### config.mk
export PLATFORM = sky130hd
export DESIGN_NAME = cascaded_pi_motor_controller
export DESIGN_NICKNAME = d
export VERILOG_FILES = /design/src/rtl/core/cpi_pkg.sv /design/src/rtl/core/cascaded_pi_motor_controller.sv /design/src/rtl/core/cpi_ram.sv /design/src/rtl/core/cpi_volt.sv /design/src/rtl/core/cpi_mac.sv
export SDC_FILE = /design/constraint.sdc
export NUM_CORES = 2
export LEC_CHECK = 0
export BUFFER_PORTS_ARGS = -buffer_cell sky130_fd_sc_hd__buf_2
export CAP_MARGIN = 20
export CORE_ASPECT_RATIO = 1.1
export CORE_UTILIZATION = 60
export DETAILED_ROUTE_END_ITERATION = 8
export PLACE_DENSITY = 0.76
export SLEW_MARGIN = 20
export SYNTH_ARGS = -nofsm -noshare
export SYNTH_HDL_FRONTEND = slang
export SYNTH_HIERARCHICAL = 1
export SYNTH_SLANG_ARGS = --single-unit
### constraint.sdc
create_clock -name clk -period 7.6 [get_ports clk]
set_clock_uncertainty 0.05 [all_clocks]
set_input_delay 1.52 -clock clk [delete_from_list [all_inputs] [get_ports clk]]
set_output_delay 1.52 -clock clk [all_outputs]
set_load 0.02 [all_outputs]
### src/rtl/core/cpi_pkg.sv
// ----------------------------------------------------------------------------
// cpi_pkg: shared types and constants of the cascaded PI motor controller
// Widths, fixed-point constants, register indexes and sequencer states.
// ----------------------------------------------------------------------------
package cpi_pkg;

    localparam int SAMPLE_DEPTH_DEF = 128;
    localparam int ADC_BITS_DEF     = 12;
    localparam int MAX_ADC_BITS     = 16;

    localparam int CODE_W  = 12;
    localparam int DUTY_W  = 13;
    localparam int GAIN_W  = 24;
    localparam int BASE_W  = 23;
    localparam int CNT_W   = 10;
    localparam int COEF_W  = 32;
    localparam int VOLT_W  = 18;
    localparam int ERR_W   = 20;
    localparam int CUR_W   = 17;
    localparam int TAU_W   = 21;
    localparam int NUM_W   = 22;
    localparam int MAC_A_W = 33;
    localparam int MAC_B_W = 20;
    localparam int ACC_W   = 56;
    localparam int IDX_W   = 3;

    localparam int DUTY_LOW   = 1638;
    localparam int DUTY_HIGH  = 2457;
    localparam int SETTLE_THR = 655;
    localparam int FRAC_063   = 41288;
    localparam int SPD_GAIN   = 45613;
    localparam int SPD_OFFS   = 13697;
    localparam int VMAX       = 216269;
    localparam int HALF       = 32768;
    localparam int VOLT_MUL   = 33;
    localparam int VOLT_RND   = 5;
    localparam int VOLT_DIV   = 10;

    localparam int SPEED_GAIN_NOW_RST  = 404125;
    localparam int SPEED_GAIN_PREV_RST = -336920;
    localparam int SPEED_DIVIDER_RST   = 50;
    localparam int CUR_GAIN_BASE_RST   = 1130;
    localparam int CUR_GAIN_SLOPE_RST  = 2260;
    localparam int PRE_STEP_TICKS_RST  = 100;

    localparam logic [IDX_W-1:0] REG_SPEED_GAIN_NOW  = 3'd0;
    localparam logic [IDX_W-1:0] REG_SPEED_GAIN_PREV = 3'd1;
    localparam logic [IDX_W-1:0] REG_SPEED_DIVIDER   = 3'd2;
    localparam logic [IDX_W-1:0] REG_CUR_GAIN_BASE   = 3'd3;
    localparam logic [IDX_W-1:0] REG_CUR_GAIN_SLOPE  = 3'd4;
    localparam logic [IDX_W-1:0] REG_PRE_STEP_TICKS  = 3'd5;

    typedef struct packed {
        logic start;
        logic clear;
    } cpi_mac_ctl_t;

    typedef enum logic [4:0] {
        ST_IDLE,
        ST_DISPATCH,
        ST_CONV,
        ST_SAMPLE,
        ST_DECIM,
        ST_SPD_MUL,
        ST_SPD_ERR,
        ST_SPD_MAC1,
        ST_SPD_MAC2,
        ST_SPD_UPD,
        ST_CUR_MAC1,
        ST_CUR_MAC2,
        ST_CUR_UPD,
        ST_SRCH_RD,
        ST_SRCH_CHK,
        ST_TAU_MUL,
        ST_TAU_FIX,
        ST_SCAN_RD,
        ST_SCAN_CHK,
        ST_COEF_MUL,
        ST_COEF_UPD,
        ST_DONE
    } cpi_state_t;

endpackage

### src/rtl/core/cascaded_pi_motor_controller.sv
// Ticks: pre-step, sampling, search, and tuned with or without the speed loop.
// One transaction at a time: in_stall holds off new inputs while the serial volt
// converter and the bit-serial multiplier work through the current one.
// Reset: asynchronous, active low; clears control state and loads register defaults.
// The sample RAM is not cleared; every entry is written before the search reads it.
// ----------------------------------------------------------------------------
// cascaded_pi_motor_controller: self-tuning cascaded speed/current PI loop
// Step-response tuning of the current loop, then decimated speed PI and
// per-tick current PI driving a 0..4096 duty.
// ----------------------------------------------------------------------------
module cascaded_pi_motor_controller import cpi_pkg::*; #(
    parameter int SAMPLE_DEPTH = SAMPLE_DEPTH_DEF,
    parameter int ADC_BITS     = ADC_BITS_DEF
) (
    input  logic              clk,
    input  logic              rst_n,
    input  logic              wr_en,
    input  logic [IDX_W-1:0]  wr_index,
    input  logic [GAIN_W-1:0] wr_data,
    input  logic              in_valid,
    output logic              in_stall,
    input  logic [CODE_W-1:0] current_code,
    input  logic [CODE_W-1:0] setpoint_code,
    input  logic [CODE_W-1:0] speed_code,
    output logic              out_valid,
    input  logic              out_stall,
    output logic [DUTY_W-1:0] duty,
    output logic              tuned
);

    localparam int AW  = $clog2(SAMPLE_DEPTH);
    localparam int SCW = $clog2(SAMPLE_DEPTH + 1);

    localparam logic signed [ACC_W-1:0]  ACC_HALF  = ACC_W'(HALF);
    localparam logic signed [ACC_W-1:0]  ACC_HALFN = -ACC_W'(HALF);
    localparam logic signed [ACC_W-1:0]  ACC_VMAX  = ACC_W'(VMAX);
    localparam logic signed [ACC_W-1:0]  ACC_OFFS  = ACC_W'(SPD_OFFS);
    localparam logic signed [ACC_W-1:0]  I32_MAX   = ACC_W'(32'sh7FFF_FFFF);
    localparam logic signed [ACC_W-1:0]  I32_MIN   = -ACC_W'(64'sh8000_0000);
    localparam logic signed [VOLT_W:0]   THR_P     = (VOLT_W+1)'(SETTLE_THR);
    localparam logic signed [VOLT_W:0]   THR_N     = -(VOLT_W+1)'(SETTLE_THR);

    cpi_state_t state_reg, state_next;
    logic issued_reg, issued_next;
    logic [1:0] sel_reg, sel_next;

    logic signed [GAIN_W-1:0] sgn_reg, sgp_reg;
    logic [CNT_W-1:0]         div_reg, pre_ticks_reg;
    logic [BASE_W-1:0]        base_reg, slope_reg;

    logic [CNT_W-1:0] pre_cnt_reg, pre_cnt_next;
    logic [SCW-1:0]   smp_cnt_reg, smp_cnt_next;
    logic [CNT_W-1:0] dec_reg, dec_next;
    logic             tuned_reg, tuned_next;
    logic signed [COEF_W-1:0] cnow_reg, cnow_next, cprev_reg, cprev_next;
    logic signed [ERR_W-1:0]  spd_err_reg, spd_err_next;
    logic [VOLT_W-1:0]        spd_out_reg, spd_out_next;
    logic signed [ERR_W-1:0]  cur_err_reg, cur_err_next;
    logic signed [CUR_W-1:0]  cur_out_reg, cur_out_next;
    logic [DUTY_W-1:0]        duty_reg, duty_next;
    logic                     out_valid_reg, out_valid_next;
    logic [DUTY_W-1:0]        out_duty_reg, out_duty_next;
    logic                     out_tuned_reg, out_tuned_next;

    logic [ADC_BITS-1:0] cur_code_reg, set_code_reg, spd_code_reg;
    logic [VOLT_W-1:0]   v_cur_reg, v_cur_next, v_set_reg, v_set_next;
    logic [VOLT_W-1:0]   v_spd_reg, v_spd_next;
    logic signed [ERR_W-1:0] spd_e_reg, spd_e_next;
    logic [AW-1:0]       idx_reg, idx_next, i_reg, i_next, j_reg, j_next;
    logic [VOLT_W-1:0]   v1_reg, v1_next, prev_reg, prev_next, vi_reg, vi_next;
    logic signed [TAU_W-1:0] tau_reg, tau_next;

    logic [MAX_ADC_BITS-1:0] cur_ext, set_ext, spd_ext;
    logic                    in_acc;
    logic                    volt_start, volt_done;
    logic [ADC_BITS-1:0]     volt_code;
    logic [VOLT_W-1:0]       volt_q;
    cpi_mac_ctl_t            mac_ctl;
    logic signed [MAC_A_W-1:0] mac_a;
    logic signed [MAC_B_W-1:0] mac_b;
    logic                    mac_done;
    logic signed [ACC_W-1:0] mac_acc;
    logic                    ram_we;
    logic [VOLT_W-1:0]       ram_rdata;

    logic signed [ACC_W-1:0] acc_rnd, spd_e_wide, spd_y, cur_y, tau_wide;
    logic signed [ACC_W-1:0] coef_sum, coef_dif, q_sgn;
    logic [ACC_W-1:0]        p_abs, q_abs;
    logic signed [ERR_W-1:0] cur_e, rise;
    logic signed [CUR_W-1:0] cur_y_sat;
    logic signed [CUR_W:0]   duty_sum;
    logic [VOLT_W-1:0]       spd_y_sat;
    logic signed [COEF_W-1:0] cnow_sat, cprev_sat;
    logic signed [VOLT_W:0]  step_d;
    logic                    settle, above, out_free;
    logic [CNT_W-1:0]        dcn;

    assign cur_ext = MAX_ADC_BITS'(current_code);
    assign set_ext = MAX_ADC_BITS'(setpoint_code);
    assign spd_ext = MAX_ADC_BITS'(speed_code);
    assign in_stall = state_reg != ST_IDLE;
    assign in_acc   = in_valid && !in_stall;
    assign out_free = !out_valid_reg || !out_stall;

    assign volt_code = (sel_reg == 2'd0) ? cur_code_reg :
                       (sel_reg == 2'd1) ? set_code_reg : spd_code_reg;

    cpi_volt #(
        .ADC_BITS (ADC_BITS)
    ) u_volt (
        .clk   (clk),
        .rst_n (rst_n),
        .start (volt_start),
        .code  (volt_code),
        .done  (volt_done),
        .volts (volt_q)
    );

    cpi_mac u_mac (
        .clk   (clk),
        .rst_n (rst_n),
        .ctl   (mac_ctl),
        .a     (mac_a),
        .b     (mac_b),
        .done  (mac_done),
        .acc   (mac_acc)
    );

    cpi_ram #(
        .WIDTH (VOLT_W),
        .DEPTH (SAMPLE_DEPTH)
    ) u_ram (
        .clk   (clk),
        .we    (ram_we),
        .waddr (smp_cnt_reg[AW-1:0]),
        .wdata (v_cur_reg),
        .raddr (idx_reg),
        .rdata (ram_rdata)
    );

    assign acc_rnd    = (mac_acc + ACC_HALF) >>> 16;
    assign spd_e_wide = $signed(ACC_W'(v_set_reg)) - (acc_rnd - ACC_OFFS);
    assign spd_y      = acc_rnd + $signed(ACC_W'(spd_out_reg));
    assign spd_y_sat  = (spd_y < 0) ? '0 : (spd_y > ACC_VMAX) ? VOLT_W'(VMAX)
                                                             : spd_y[VOLT_W-1:0];
    assign cur_e      = $signed({2'b00, spd_out_reg}) - $signed({2'b00, v_cur_reg});
    assign cur_y      = acc_rnd + {{(ACC_W - CUR_W){cur_out_reg[CUR_W-1]}}, cur_out_reg};
    assign cur_y_sat  = (cur_y < ACC_HALFN) ? -CUR_W'(HALF) :
                        (cur_y > ACC_HALF) ? CUR_W'(HALF) : cur_y[CUR_W-1:0];
    assign duty_sum   = {cur_y_sat[CUR_W-1], cur_y_sat} + (CUR_W+1)'(HALF);
    assign rise       = $signed({2'b00, vi_reg}) - $signed({2'b00, v1_reg});
    assign p_abs      = mac_acc[ACC_W-1] ? ACC_W'(-mac_acc) : ACC_W'(mac_acc);
    assign q_abs      = (p_abs + ACC_W'(HALF)) >> 16;
    assign q_sgn      = mac_acc[ACC_W-1] ? -$signed(q_abs) : $signed(q_abs);
    assign tau_wide   = $signed(ACC_W'(v1_reg)) + q_sgn;
    assign coef_sum   = $signed(ACC_W'(base_reg)) + mac_acc;
    assign coef_dif   = $signed(ACC_W'(base_reg)) - mac_acc;
    assign cnow_sat   = (coef_sum > I32_MAX) ? COEF_W'(I32_MAX) :
                        (coef_sum < I32_MIN) ? COEF_W'(I32_MIN) : coef_sum[COEF_W-1:0];
    assign cprev_sat  = (coef_dif > I32_MAX) ? COEF_W'(I32_MAX) :
                        (coef_dif < I32_MIN) ? COEF_W'(I32_MIN) : coef_dif[COEF_W-1:0];
    assign step_d     = $signed({1'b0, ram_rdata}) - $signed({1'b0, prev_reg});
    assign settle     = (step_d < THR_P) && (step_d > THR_N);
    assign above      = $signed({3'b000, ram_rdata}) > tau_reg;
    assign dcn        = dec_reg + 1'b1;

    always_comb
    begin
        state_next     = state_reg;
        issued_next    = issued_reg;
        sel_next       = sel_reg;
        pre_cnt_next   = pre_cnt_reg;
        smp_cnt_next   = smp_cnt_reg;
        dec_next       = dec_reg;
        tuned_next     = tuned_reg;
        cnow_next      = cnow_reg;
        cprev_next     = cprev_reg;
        spd_err_next   = spd_err_reg;
        spd_out_next   = spd_out_reg;
        cur_err_next   = cur_err_reg;
        cur_out_next   = cur_out_reg;
        duty_next      = duty_reg;
        out_valid_next = out_valid_reg && out_stall;
        out_duty_next  = out_duty_reg;
        out_tuned_next = out_tuned_reg;
        v_cur_next     = v_cur_reg;
        v_set_next     = v_set_reg;
        v_spd_next     = v_spd_reg;
        spd_e_next     = spd_e_reg;
        idx_next       = idx_reg;
        i_next         = i_reg;
        j_next         = j_reg;
        v1_next        = v1_reg;
        prev_next      = prev_reg;
        vi_next        = vi_reg;
        tau_next       = tau_reg;
        volt_start     = 1'b0;
        mac_ctl        = '0;
        mac_a          = '0;
        mac_b          = '0;
        ram_we         = 1'b0;

        case (state_reg)
            ST_IDLE:
            begin
                if (in_acc)
                begin
                    state_next = ST_DISPATCH;
                end
            end
            ST_DISPATCH:
            begin
                sel_next = 2'd0;
                if (tuned_reg)
                begin
                    state_next = ST_CONV;
                end
                else if (pre_cnt_reg < pre_ticks_reg)
                begin
                    duty_next    = DUTY_W'(DUTY_LOW);
                    pre_cnt_next = pre_cnt_reg + 1'b1;
                    state_next   = ST_DONE;
                end
                else if (smp_cnt_reg < SCW'(SAMPLE_DEPTH))
                begin
                    state_next = ST_CONV;
                end
                else
                begin
                    idx_next   = AW'(1);
                    state_next = ST_SRCH_RD;
                end
            end
            ST_CONV:
            begin
                volt_start  = !issued_reg;
                issued_next = 1'b1;
                if (volt_done)
                begin
                    issued_next = 1'b0;
                    case (sel_reg)
                        2'd0:    v_cur_next = volt_q;
                        2'd1:    v_set_next = volt_q;
                        default: v_spd_next = volt_q;
                    endcase
                    if (!tuned_reg)
                    begin
                        state_next = ST_SAMPLE;
                    end
                    else if (sel_reg == 2'd2)
                    begin
                        state_next = ST_DECIM;
                    end
                    else
                    begin
                        sel_next = sel_reg + 1'b1;
                    end
                end
            end
            ST_SAMPLE:
            begin
                ram_we       = 1'b1;
                smp_cnt_next = smp_cnt_reg + 1'b1;
                duty_next    = DUTY_W'(DUTY_HIGH);
                state_next   = ST_DONE;
            end
            ST_DECIM:
            begin
                if (dcn >= div_reg)
                begin
                    dec_next   = '0;
                    state_next = ST_SPD_MUL;
                end
                else
                begin
                    dec_next   = dcn;
                    state_next = ST_CUR_MAC1;
                end
            end
            ST_SPD_MUL:
            begin
                mac_ctl.start = !issued_reg;
                mac_ctl.clear = 1'b1;
                mac_a         = MAC_A_W'(SPD_GAIN);
                mac_b         = MAC_B_W'(v_spd_reg);
                issued_next   = 1'b1;
                if (mac_done)
                begin
                    issued_next = 1'b0;
                    state_next  = ST_SPD_ERR;
                end
            end
            ST_SPD_ERR:
            begin
                spd_e_next = spd_e_wide[ERR_W-1:0];
                state_next = ST_SPD_MAC1;
            end
            ST_SPD_MAC1:
            begin
                mac_ctl.start = !issued_reg;
                mac_ctl.clear = 1'b1;
                mac_a         = MAC_A_W'(sgn_reg);
                mac_b         = spd_e_reg;
                issued_next   = 1'b1;
                if (mac_done)
                begin
                    issued_next = 1'b0;
                    state_next  = ST_SPD_MAC2;
                end
            end
            ST_SPD_MAC2:
            begin
                mac_ctl.start = !issued_reg;
                mac_a         = MAC_A_W'(sgp_reg);
                mac_b         = spd_err_reg;
                issued_next   = 1'b1;
                if (mac_done)
                begin
                    issued_next = 1'b0;
                    state_next  = ST_SPD_UPD;
                end
            end
            ST_SPD_UPD:
            begin
                spd_err_next = spd_e_reg;
                spd_out_next = spd_y_sat;
                state_next   = ST_CUR_MAC1;
            end
            ST_CUR_MAC1:
            begin
                mac_ctl.start = !issued_reg;
                mac_ctl.clear = 1'b1;
                mac_a         = MAC_A_W'(cnow_reg);
                mac_b         = cur_e;
                issued_next   = 1'b1;
                if (mac_done)
                begin
                    issued_next = 1'b0;
                    state_next  = ST_CUR_MAC2;
                end
            end
            ST_CUR_MAC2:
            begin
                mac_ctl.start = !issued_reg;
                mac_a         = MAC_A_W'(cprev_reg);
                mac_b         = cur_err_reg;
                issued_next   = 1'b1;
                if (mac_done)
                begin
                    issued_next = 1'b0;
                    state_next  = ST_CUR_UPD;
                end
            end
            ST_CUR_UPD:
            begin
                cur_err_next = cur_e;
                cur_out_next = cur_y_sat;
                duty_next    = duty_sum[CUR_W-1:4];
                state_next   = ST_DONE;
            end
            ST_SRCH_RD:
            begin
                state_next = ST_SRCH_CHK;
            end
            ST_SRCH_CHK:
            begin
                prev_next = ram_rdata;
                if (idx_reg != AW'(1) && settle)
                begin
                    vi_next    = ram_rdata;
                    i_next     = idx_reg;
                    state_next = ST_TAU_MUL;
                end
                else if (idx_reg == AW'(SAMPLE_DEPTH - 1))
                begin
                    state_next = ST_DONE;
                end
                else
                begin
                    idx_next   = idx_reg + 1'b1;
                    state_next = ST_SRCH_RD;
                end
                if (idx_reg == AW'(1))
                begin
                    v1_next = ram_rdata;
                end
            end
            ST_TAU_MUL:
            begin
                mac_ctl.start = !issued_reg;
                mac_ctl.clear = 1'b1;
                mac_a         = MAC_A_W'(FRAC_063);
                mac_b         = rise;
                issued_next   = 1'b1;
                if (mac_done)
                begin
                    issued_next = 1'b0;
                    state_next  = ST_TAU_FIX;
                end
            end
            ST_TAU_FIX:
            begin
                tau_next   = tau_wide[TAU_W-1:0];
                idx_next   = AW'(1);
                state_next = ST_SCAN_RD;
            end
            ST_SCAN_RD:
            begin
                state_next = ST_SCAN_CHK;
            end
            ST_SCAN_CHK:
            begin
                if (above)
                begin
                    j_next     = idx_reg;
                    state_next = ST_COEF_MUL;
                end
                else if (idx_reg + 1'b1 == i_reg)
                begin
                    state_next = ST_DONE;
                end
                else
                begin
                    idx_next   = idx_reg + 1'b1;
                    state_next = ST_SCAN_RD;
                end
            end
            ST_COEF_MUL:
            begin
                mac_ctl.start = !issued_reg;
                mac_ctl.clear = 1'b1;
                mac_a         = MAC_A_W'(slope_reg);
                mac_b         = MAC_B_W'(j_reg);
                issued_next   = 1'b1;
                if (mac_done)
                begin
                    issued_next = 1'b0;
                    state_next  = ST_COEF_UPD;
                end
            end
            ST_COEF_UPD:
            begin
                cnow_next  = cnow_sat;
                cprev_next = cprev_sat;
                tuned_next = 1'b1;
                state_next = ST_DONE;
            end
            ST_DONE:
            begin
                if (out_free)
                begin
                    out_valid_next = 1'b1;
                    out_duty_next  = duty_reg;
                    out_tuned_next = tuned_reg;
                    state_next     = ST_IDLE;
                end
            end
            default:
            begin
                state_next = ST_IDLE;
            end
        endcase
    end

    always_ff @(posedge clk or negedge rst_n)
    begin
        if (!rst_n)
        begin
            state_reg     <= ST_IDLE;
            issued_reg    <= 1'b0;
            sel_reg       <= '0;
            pre_cnt_reg   <= '0;
            smp_cnt_reg   <= '0;
            dec_reg       <= '0;
            tuned_reg     <= 1'b0;
            cnow_reg      <= '0;
            cprev_reg     <= '0;
            spd_err_reg   <= '0;
            spd_out_reg   <= '0;
            cur_err_reg   <= '0;
            cur_out_reg   <= '0;
            duty_reg      <= '0;
            out_valid_reg <= 1'b0;
        end
        else
        begin
            state_reg     <= state_next;
            issued_reg    <= issued_next;
            sel_reg       <= sel_next;
            pre_cnt_reg   <= pre_cnt_next;
            smp_cnt_reg   <= smp_cnt_next;
            dec_reg       <= dec_next;
            tuned_reg     <= tuned_next;
            cnow_reg      <= cnow_next;
            cprev_reg     <= cprev_next;
            spd_err_reg   <= spd_err_next;
            spd_out_reg   <= spd_out_next;
            cur_err_reg   <= cur_err_next;
            cur_out_reg   <= cur_out_next;
            duty_reg      <= duty_next;
            out_valid_reg <= out_valid_next;
        end
    end

    always_ff @(posedge clk)
    begin
        if (in_acc)
        begin
            cur_code_reg <= cur_ext[ADC_BITS-1:0];
            set_code_reg <= set_ext[ADC_BITS-1:0];
            spd_code_reg <= spd_ext[ADC_BITS-1:0];
        end
        out_duty_reg  <= out_duty_next;
        out_tuned_reg <= out_tuned_next;
        v_cur_reg     <= v_cur_next;
        v_set_reg     <= v_set_next;
        v_spd_reg     <= v_spd_next;
        spd_e_reg     <= spd_e_next;
        idx_reg       <= idx_next;
        i_reg         <= i_next;
        j_reg         <= j_next;
        v1_reg        <= v1_next;
        prev_reg      <= prev_next;
        vi_reg        <= vi_next;
        tau_reg       <= tau_next;
    end

    always_ff @(posedge clk or negedge rst_n)
    begin
        if (!rst_n)
        begin
            sgn_reg       <= GAIN_W'(SPEED_GAIN_NOW_RST);
            sgp_reg       <= GAIN_W'(SPEED_GAIN_PREV_RST);
            div_reg       <= CNT_W'(SPEED_DIVIDER_RST);
            base_reg      <= BASE_W'(CUR_GAIN_BASE_RST);
            slope_reg     <= BASE_W'(CUR_GAIN_SLOPE_RST);
            pre_ticks_reg <= CNT_W'(PRE_STEP_TICKS_RST);
        end
        else if (wr_en)
        begin
            case (wr_index)
                REG_SPEED_GAIN_NOW:  sgn_reg       <= $signed(wr_data);
                REG_SPEED_GAIN_PREV: sgp_reg       <= $signed(wr_data);
                REG_SPEED_DIVIDER:   div_reg       <= wr_data[CNT_W-1:0];
                REG_CUR_GAIN_BASE:   base_reg      <= wr_data[BASE_W-1:0];
                REG_CUR_GAIN_SLOPE:  slope_reg     <= wr_data[BASE_W-1:0];
                REG_PRE_STEP_TICKS:  pre_ticks_reg <= wr_data[CNT_W-1:0];
                default:             ;
            endcase
        end
    end

    assign out_valid = out_valid_reg;
    assign duty      = out_duty_reg;
    assign tuned     = out_tuned_reg;

    assert property (@(posedge clk) disable iff (!rst_n) tuned_reg |=> tuned_reg)
        else $error("tuned flag dropped");

    assert property (@(posedge clk) disable iff (!rst_n) in_acc |=> state_reg == ST_DISPATCH)
        else $error("transaction accepted outside idle");

    assert property (@(posedge clk) disable iff (!rst_n) spd_out_reg <= VOLT_W'(VMAX))
        else $error("speed loop output out of range");

    assert property (@(posedge clk) disable iff (!rst_n)
        (cur_out_reg <= CUR_W'(HALF)) && (cur_out_reg >= -CUR_W'(HALF)))
        else $error("current loop output out of range");

    assert property (@(posedge clk) disable iff (!rst_n)
        !tuned_reg |-> (duty_reg == '0 || duty_reg == DUTY_W'(DUTY_LOW)
                        || duty_reg == DUTY_W'(DUTY_HIGH)))
        else $error("untuned duty not a tuning level");

endmodule

### src/rtl/core/cpi_ram.sv
// ----------------------------------------------------------------------------
// cpi_ram: generic single-write, single-read RAM
// One write port and one read port with registered read data.
// ----------------------------------------------------------------------------
module cpi_ram #(
    parameter int WIDTH = 18,
    parameter int DEPTH = 128
) (
    input  logic                     clk,
    input  logic                     we,
    input  logic [$clog2(DEPTH)-1:0] waddr,
    input  logic [WIDTH-1:0]         wdata,
    input  logic [$clog2(DEPTH)-1:0] raddr,
    output logic [WIDTH-1:0]         rdata
);

    logic [WIDTH-1:0] mem [DEPTH];
    logic [WIDTH-1:0] rdata_reg;

    always_ff @(posedge clk)
    begin
        if (we)
        begin
            mem[waddr] <= wdata;
        end
        rdata_reg <= mem[raddr];
    end

    assign rdata = rdata_reg;

endmodule

### src/rtl/core/cpi_volt.sv
// ----------------------------------------------------------------------------
// cpi_volt: serial ADC code to Q2.16 volt converter
// Rounds code * 3.3 / full scale by a one-bit-per-cycle division by ten.
// ----------------------------------------------------------------------------
module cpi_volt import cpi_pkg::*; #(
    parameter int ADC_BITS = ADC_BITS_DEF
) (
    input  logic                clk,
    input  logic                rst_n,
    input  logic                start,
    input  logic [ADC_BITS-1:0] code,
    output logic                done,
    output logic [VOLT_W-1:0]   volts
);

    localparam int VCNT_W = $clog2(NUM_W);

    logic              run_reg;
    logic              done_reg;
    logic [VCNT_W-1:0] cnt_reg;
    logic [NUM_W-1:0]  num_reg;
    logic [NUM_W-1:0]  quo_reg;
    logic [3:0]        rem_reg;
    logic [NUM_W-1:0]  num_init;
    logic [4:0]        rem_shift;
    logic              rem_ge;
    logic              last;

    assign num_init  = ((NUM_W'(code) * NUM_W'(VOLT_MUL)) << (MAX_ADC_BITS - ADC_BITS))
                       + NUM_W'(VOLT_RND);
    assign rem_shift = {rem_reg, num_reg[NUM_W-1]};
    assign rem_ge    = rem_shift >= 5'(VOLT_DIV);
    assign last      = cnt_reg == VCNT_W'(NUM_W - 1);

    always_ff @(posedge clk or negedge rst_n)
    begin
        if (!rst_n)
        begin
            run_reg  <= 1'b0;
            done_reg <= 1'b0;
            cnt_reg  <= '0;
        end
        else if (start)
        begin
            run_reg  <= 1'b1;
            done_reg <= 1'b0;
            cnt_reg  <= '0;
        end
        else if (run_reg)
        begin
            cnt_reg  <= cnt_reg + 1'b1;
            run_reg  <= !last;
            done_reg <= last;
        end
        else
        begin
            done_reg <= 1'b0;
        end
    end

    always_ff @(posedge clk)
    begin
        if (start)
        begin
            num_reg <= num_init;
            quo_reg <= '0;
            rem_reg <= '0;
        end
        else if (run_reg)
        begin
            num_reg <= num_reg << 1;
            quo_reg <= {quo_reg[NUM_W-2:0], rem_ge};
            rem_reg <= rem_ge ? 4'(rem_shift - 5'(VOLT_DIV)) : rem_shift[3:0];
        end
    end

    assign done  = done_reg;
    assign volts = quo_reg[VOLT_W-1:0];

endmodule

### src/rtl/core/cpi_mac.sv
// ----------------------------------------------------------------------------
// cpi_mac: bit-serial signed multiply-accumulate unit
// Shift-and-add over the multiplier bits, one bit per cycle.
// ----------------------------------------------------------------------------
module cpi_mac import cpi_pkg::*; (
    input  logic                      clk,
    input  logic                      rst_n,
    input  cpi_mac_ctl_t              ctl,
    input  logic signed [MAC_A_W-1:0] a,
    input  logic signed [MAC_B_W-1:0] b,
    output logic                      done,
    output logic signed [ACC_W-1:0]   acc
);

    localparam int MCNT_W = $clog2(MAC_B_W);

    logic                    run_reg;
    logic                    done_reg;
    logic [MCNT_W-1:0]       cnt_reg;
    logic signed [ACC_W-1:0] m_reg;
    logic [MAC_B_W-1:0]      b_reg;
    logic signed [ACC_W-1:0] acc_reg;
    logic                    last;

    assign last = cnt_reg == MCNT_W'(MAC_B_W - 1);

    always_ff @(posedge clk or negedge rst_n)
    begin
        if (!rst_n)
        begin
            run_reg  <= 1'b0;
            done_reg <= 1'b0;
            cnt_reg  <= '0;
        end
        else if (ctl.start)
        begin
            run_reg  <= 1'b1;
            done_reg <= 1'b0;
            cnt_reg  <= '0;
        end
        else if (run_reg)
        begin
            cnt_reg  <= cnt_reg + 1'b1;
            run_reg  <= !last;
            done_reg <= last;
        end
        else
        begin
            done_reg <= 1'b0;
        end
    end

    always_ff @(posedge clk)
    begin
        if (ctl.start)
        begin
            m_reg <= {{(ACC_W - MAC_A_W){a[MAC_A_W-1]}}, a};
            b_reg <= b;
            if (ctl.clear)
            begin
                acc_reg <= '0;
            end
        end
        else if (run_reg)
        begin
            if (b_reg[0])
            begin
                acc_reg <= last ? acc_reg - m_reg : acc_reg + m_reg;
            end
            m_reg <= m_reg <<< 1;
            b_reg <= b_reg >> 1;
        end
    end

    assign done = done_reg;
    assign acc  = acc_reg;

endmodule
==> results.py <==
metrics = {
    "critical_path": {
        "worst-path-stages": 20,
        "startpoint_type": "register",
        "cp.required_ns": 8.41,
        "cp_cell_sequence": "and3_1 > and3_1 > and3_1 > xor2_1 > ha_1 > o21ai_0 > a21oi_1 > nor2_1 > o31ai_2 > buf_4 > o211ai_1 > a2111oi_0 > o21ai_0 > nand2_1 > xnor2_1 > or3_1 > or4_1 > a22oi_2 > buf_4 > a221o_1",
        "critical_path.startpoint": "u_mac/acc[17]$_SDFFCE_PP0P_",
        "cp_data_arrival_time_ns": 7.44,
        "path_buf_inv": 2,
        "cp_slowest_cell": "xor2_1",
        "worstReg2RegStart": "u_mac/acc[17]$_SDFFCE_PP0P_",
        "cpPeakStageDelay_ns": 0.77,
        "path_class": "register to register",
        "rrSetupSlack_ns": 0.97,
        "r2r_end": "duty_reg[0]$_DFFE_PN0P_",
        "cp_top_family": "simple AND/OR/NAND/NOR gates",
        "critical-path-top-cell-by-count": "and3_1",
        "crit_fanout": 28,
        "crit_path_end_kind": "register",
        "cp-endpoint": "duty_reg[0]$_DFFE_PN0P_",
        "ff2ff_path_depth": 20,
    },
    "clock_network": {
        "cts_root_buf": "clkbuf_16",
        "cts.htree.levels": 5,
        "postCtsHoldBufs": 0,
        "tritoncts": "yes",
        "clock_sinks": 3035,
        "post_cts.repair.setup_buffers": 0,
        "clk_pin_slew_ns": 0.06,
        "worstSkewPairLatency_ns": 0.99,
        "cts_resized": 0,
        "cts_made_buffers": 316,
        "cts_buffer_depth": 4,
    },
    "detailed_routing": {
        "num_vias": 83405,
        "wire_per_inst_um": 33.5,
        "drtIter0Drc": 10762,
        "first_pass_iters": 6,
        "drc_errors": 0,
        "wl_um": 404000,
        "ant_nets": 0,
        "avgViaCountPerCell": 6.91,
    },
    "synthesis": {
        "yosys.area.top_type": "edfxtp_1",
        "syn_area_um2": 137000,
        "synth_enable_flop_cells": 2678,
        "synth-async-reset-ratio_pct": 10.4,
        "syn_area_per_cell_um2": 15.9,
        "yosysSeqAreaShare_pct": 65.0,
        "ys_ff_latch": 3035,
        "synth.area.top_cells": "edfxtp_1, mux4_2, dfrtp_1, ha_1, xnor2_1",
        "syn_nets": 9036,
        "ys_types": 105,
        "ys.flop_type": "edfxtp_1",
        "yosys_warnings": 6,
        "netlist_top_cells_count": "edfxtp_1, mux4_2, nor2_1",
        "synth_most_common_cell": "edfxtp_1",
        "synth_cells": 8613,
        "synth_top_cell_area_share_pct": 58.6,
    },
    "floorplan": {
        "die_y_um": 504,
        "coreArea_um2": 227000,
        "chipWidth_um": 458,
        "start_util_pct": 60.6,
        "rows": 183,
        "die_area_um2": 231000,
        "io_pins": 84,
    },
    "placement": {
        "io_buffers": 83,
        "hpwlAfterDp_um": 239000,
        "gp_congestion": 1.02,
    },
    "cells_and_area": {
        "seqCellArea_um2": 89200,
        "multiInputGateArea_um2": 45700,
        "largest_register_ff_count": 2304,
        "nNetsFinal": 9301,
        "syn2layout_area_growth_pct": 11.3,
        "layout-drive-gt1-share_pct": 21.8,
        "fillers": 14311,
    },
    "sta": {
        "maxSlewHeadroom_pct": 16.6,
        "finalSetupTns_ns": 0,
        "fin_crit_ns": 6.63,
        "final-hold-violation-count": 0,
        "worst_slew_pin_slew_ns": 1.25,
        "fin_crit_sh_pct": 87.2,
        "final_max_slew_viol_count": 0,
        "finalSetupViolCount": 0,
        "max_freq_ghz": 0.151,
        "rsz0062_at_grt": "false",
    },
    "run": {
        "maxCapViolCount": 0,
    },
    "pwr": {
        "p_per_area_nw_per_um2": 358,
        "p_total_mw": 54.7,
        "peakVddDrop_mv": 0.263,
        "power_leakage_nw": 56.3,
    },
    "grt": {
        "grt_overflow_total": 0,
        "grt_pass1_wl_um": 582000,
        "grt.total_usage_pct": 35.0,
        "grt_pass1_vias": 84480,
        "antenna_found_initial": 12,
        "grt_start_max_net_pins": 138,
    },
    "worst_hold_path": {
        "hold_class": "register to register",
    },
    "outcome": {
        "outcome": "finished, final reports clean",
    },
}
## cell usage in the layout (no fill, tap or decap), types with 140 or more instances in the layout
| master | instances |
|---|---|
| edfxtp_1 | 2678 |
| mux4_2 | 756 |
| nor2_1 | 475 |
| nand2_1 | 471 |
| ha_1 | 344 |
| clkbuf_16 | 322 |
| inv_1 | 314 |
| xnor2_1 | 302 |
| a21oi_1 | 292 |
| dfrtp_1 | 274 |
| o21ai_0 | 267 |
| buf_4 | 256 |
| mux2_2 | 185 |
| nand3_1 | 172 |
| xor2_1 | 140 |
## how the worst min path moves through the flow
stage	from	endpoint	slack (ns)	cells past startpoint
3_3_place_gp	duty_reg[1]$_DFFE_PN0P_	duty[1]$_DFFE_PP_	0.38	0
4_1_cts	duty_reg[9]$_DFFE_PN0P_	duty[9]$_DFFE_PP_	0.39	0
6_report	duty_reg[1]$_DFFE_PN0P_	duty[1]$_DFFE_PP_	0.39	0
5_1_grt	duty_reg[1]$_DFFE_PN0P_	duty[1]$_DFFE_PP_	0.40	0
2_1_floorplan	u_mac/done$_DFF_PN0_	issued_reg$_DFFE_PN0P_	0.37	1
3_5_place_dp	duty_reg[1]$_DFFE_PN0P_	duty[1]$_DFFE_PP_	0.38	0
## cells by family (layout without fill, tap and decap cells)
logic type,count (synthesis),count (layout),synth area share (%)
AOI/OAI and AO/OA,1260,1260,6.17
xor gates and xnor gates,442,442,2.82
adders and majority gates,355,355,3.30
buffers and inverters,738,1236,2.13
DFF,3035,3035,65.0
muxes,996,996,14.3
other,0,4,0
and+or+nand+nor,1787,1787,6.28
## area by class of cell
cell class	instances	share of cell area, %
flip-flops and latches	3035	58.4
multi-input cells	4840	29.9
clock buffers	388	5.50
well taps	2960	2.42
repair buffers	365	1.85
clock inverters	163	1.15
inverters	320	0.786
diodes	4	0.00655
## metrics by stage
stage | worst slack (ns) | utilization [%] | hold slack, ns | cell area, um2 | instances
6_report | 0.973 | 67.4 | 0.393 | 153000 | 12075
5_1_grt | 0.420 | 67.4 | 0.401 | 153000 | 12073
4_1_cts | 0.936 | 67.3 | 0.393 | 153000 | 12061
3_5_place_dp | 1.01 | 62.8 | 0.382 | 142000 | 11510
3_3_place_gp | 0.902 | 62.8 | 0.381 | 142000 | 11510
2_1_floorplan | 1.15 | - | 0.368 | 137000 | 8613
## report_power, final
group          internal, mW  switching (mW)
Combinational          6.97            11.1
Clock                  9.04            6.60
Sequential             19.7            1.24
Total                  35.7            18.9
## routing by layer
metal / track usage [%] / up-vias / share of wire, %
li1: - / 34417 / -
met1: 42.7 / 42410 / 34
met2: 59.0 / 5382 / 50
met3: 6.00 / 1188 / 9.2
met4: 20.5 / 8 / 6.8
met5: 0 / - / 0.013
Note: power is estimated with default switching activity, not from simulation.
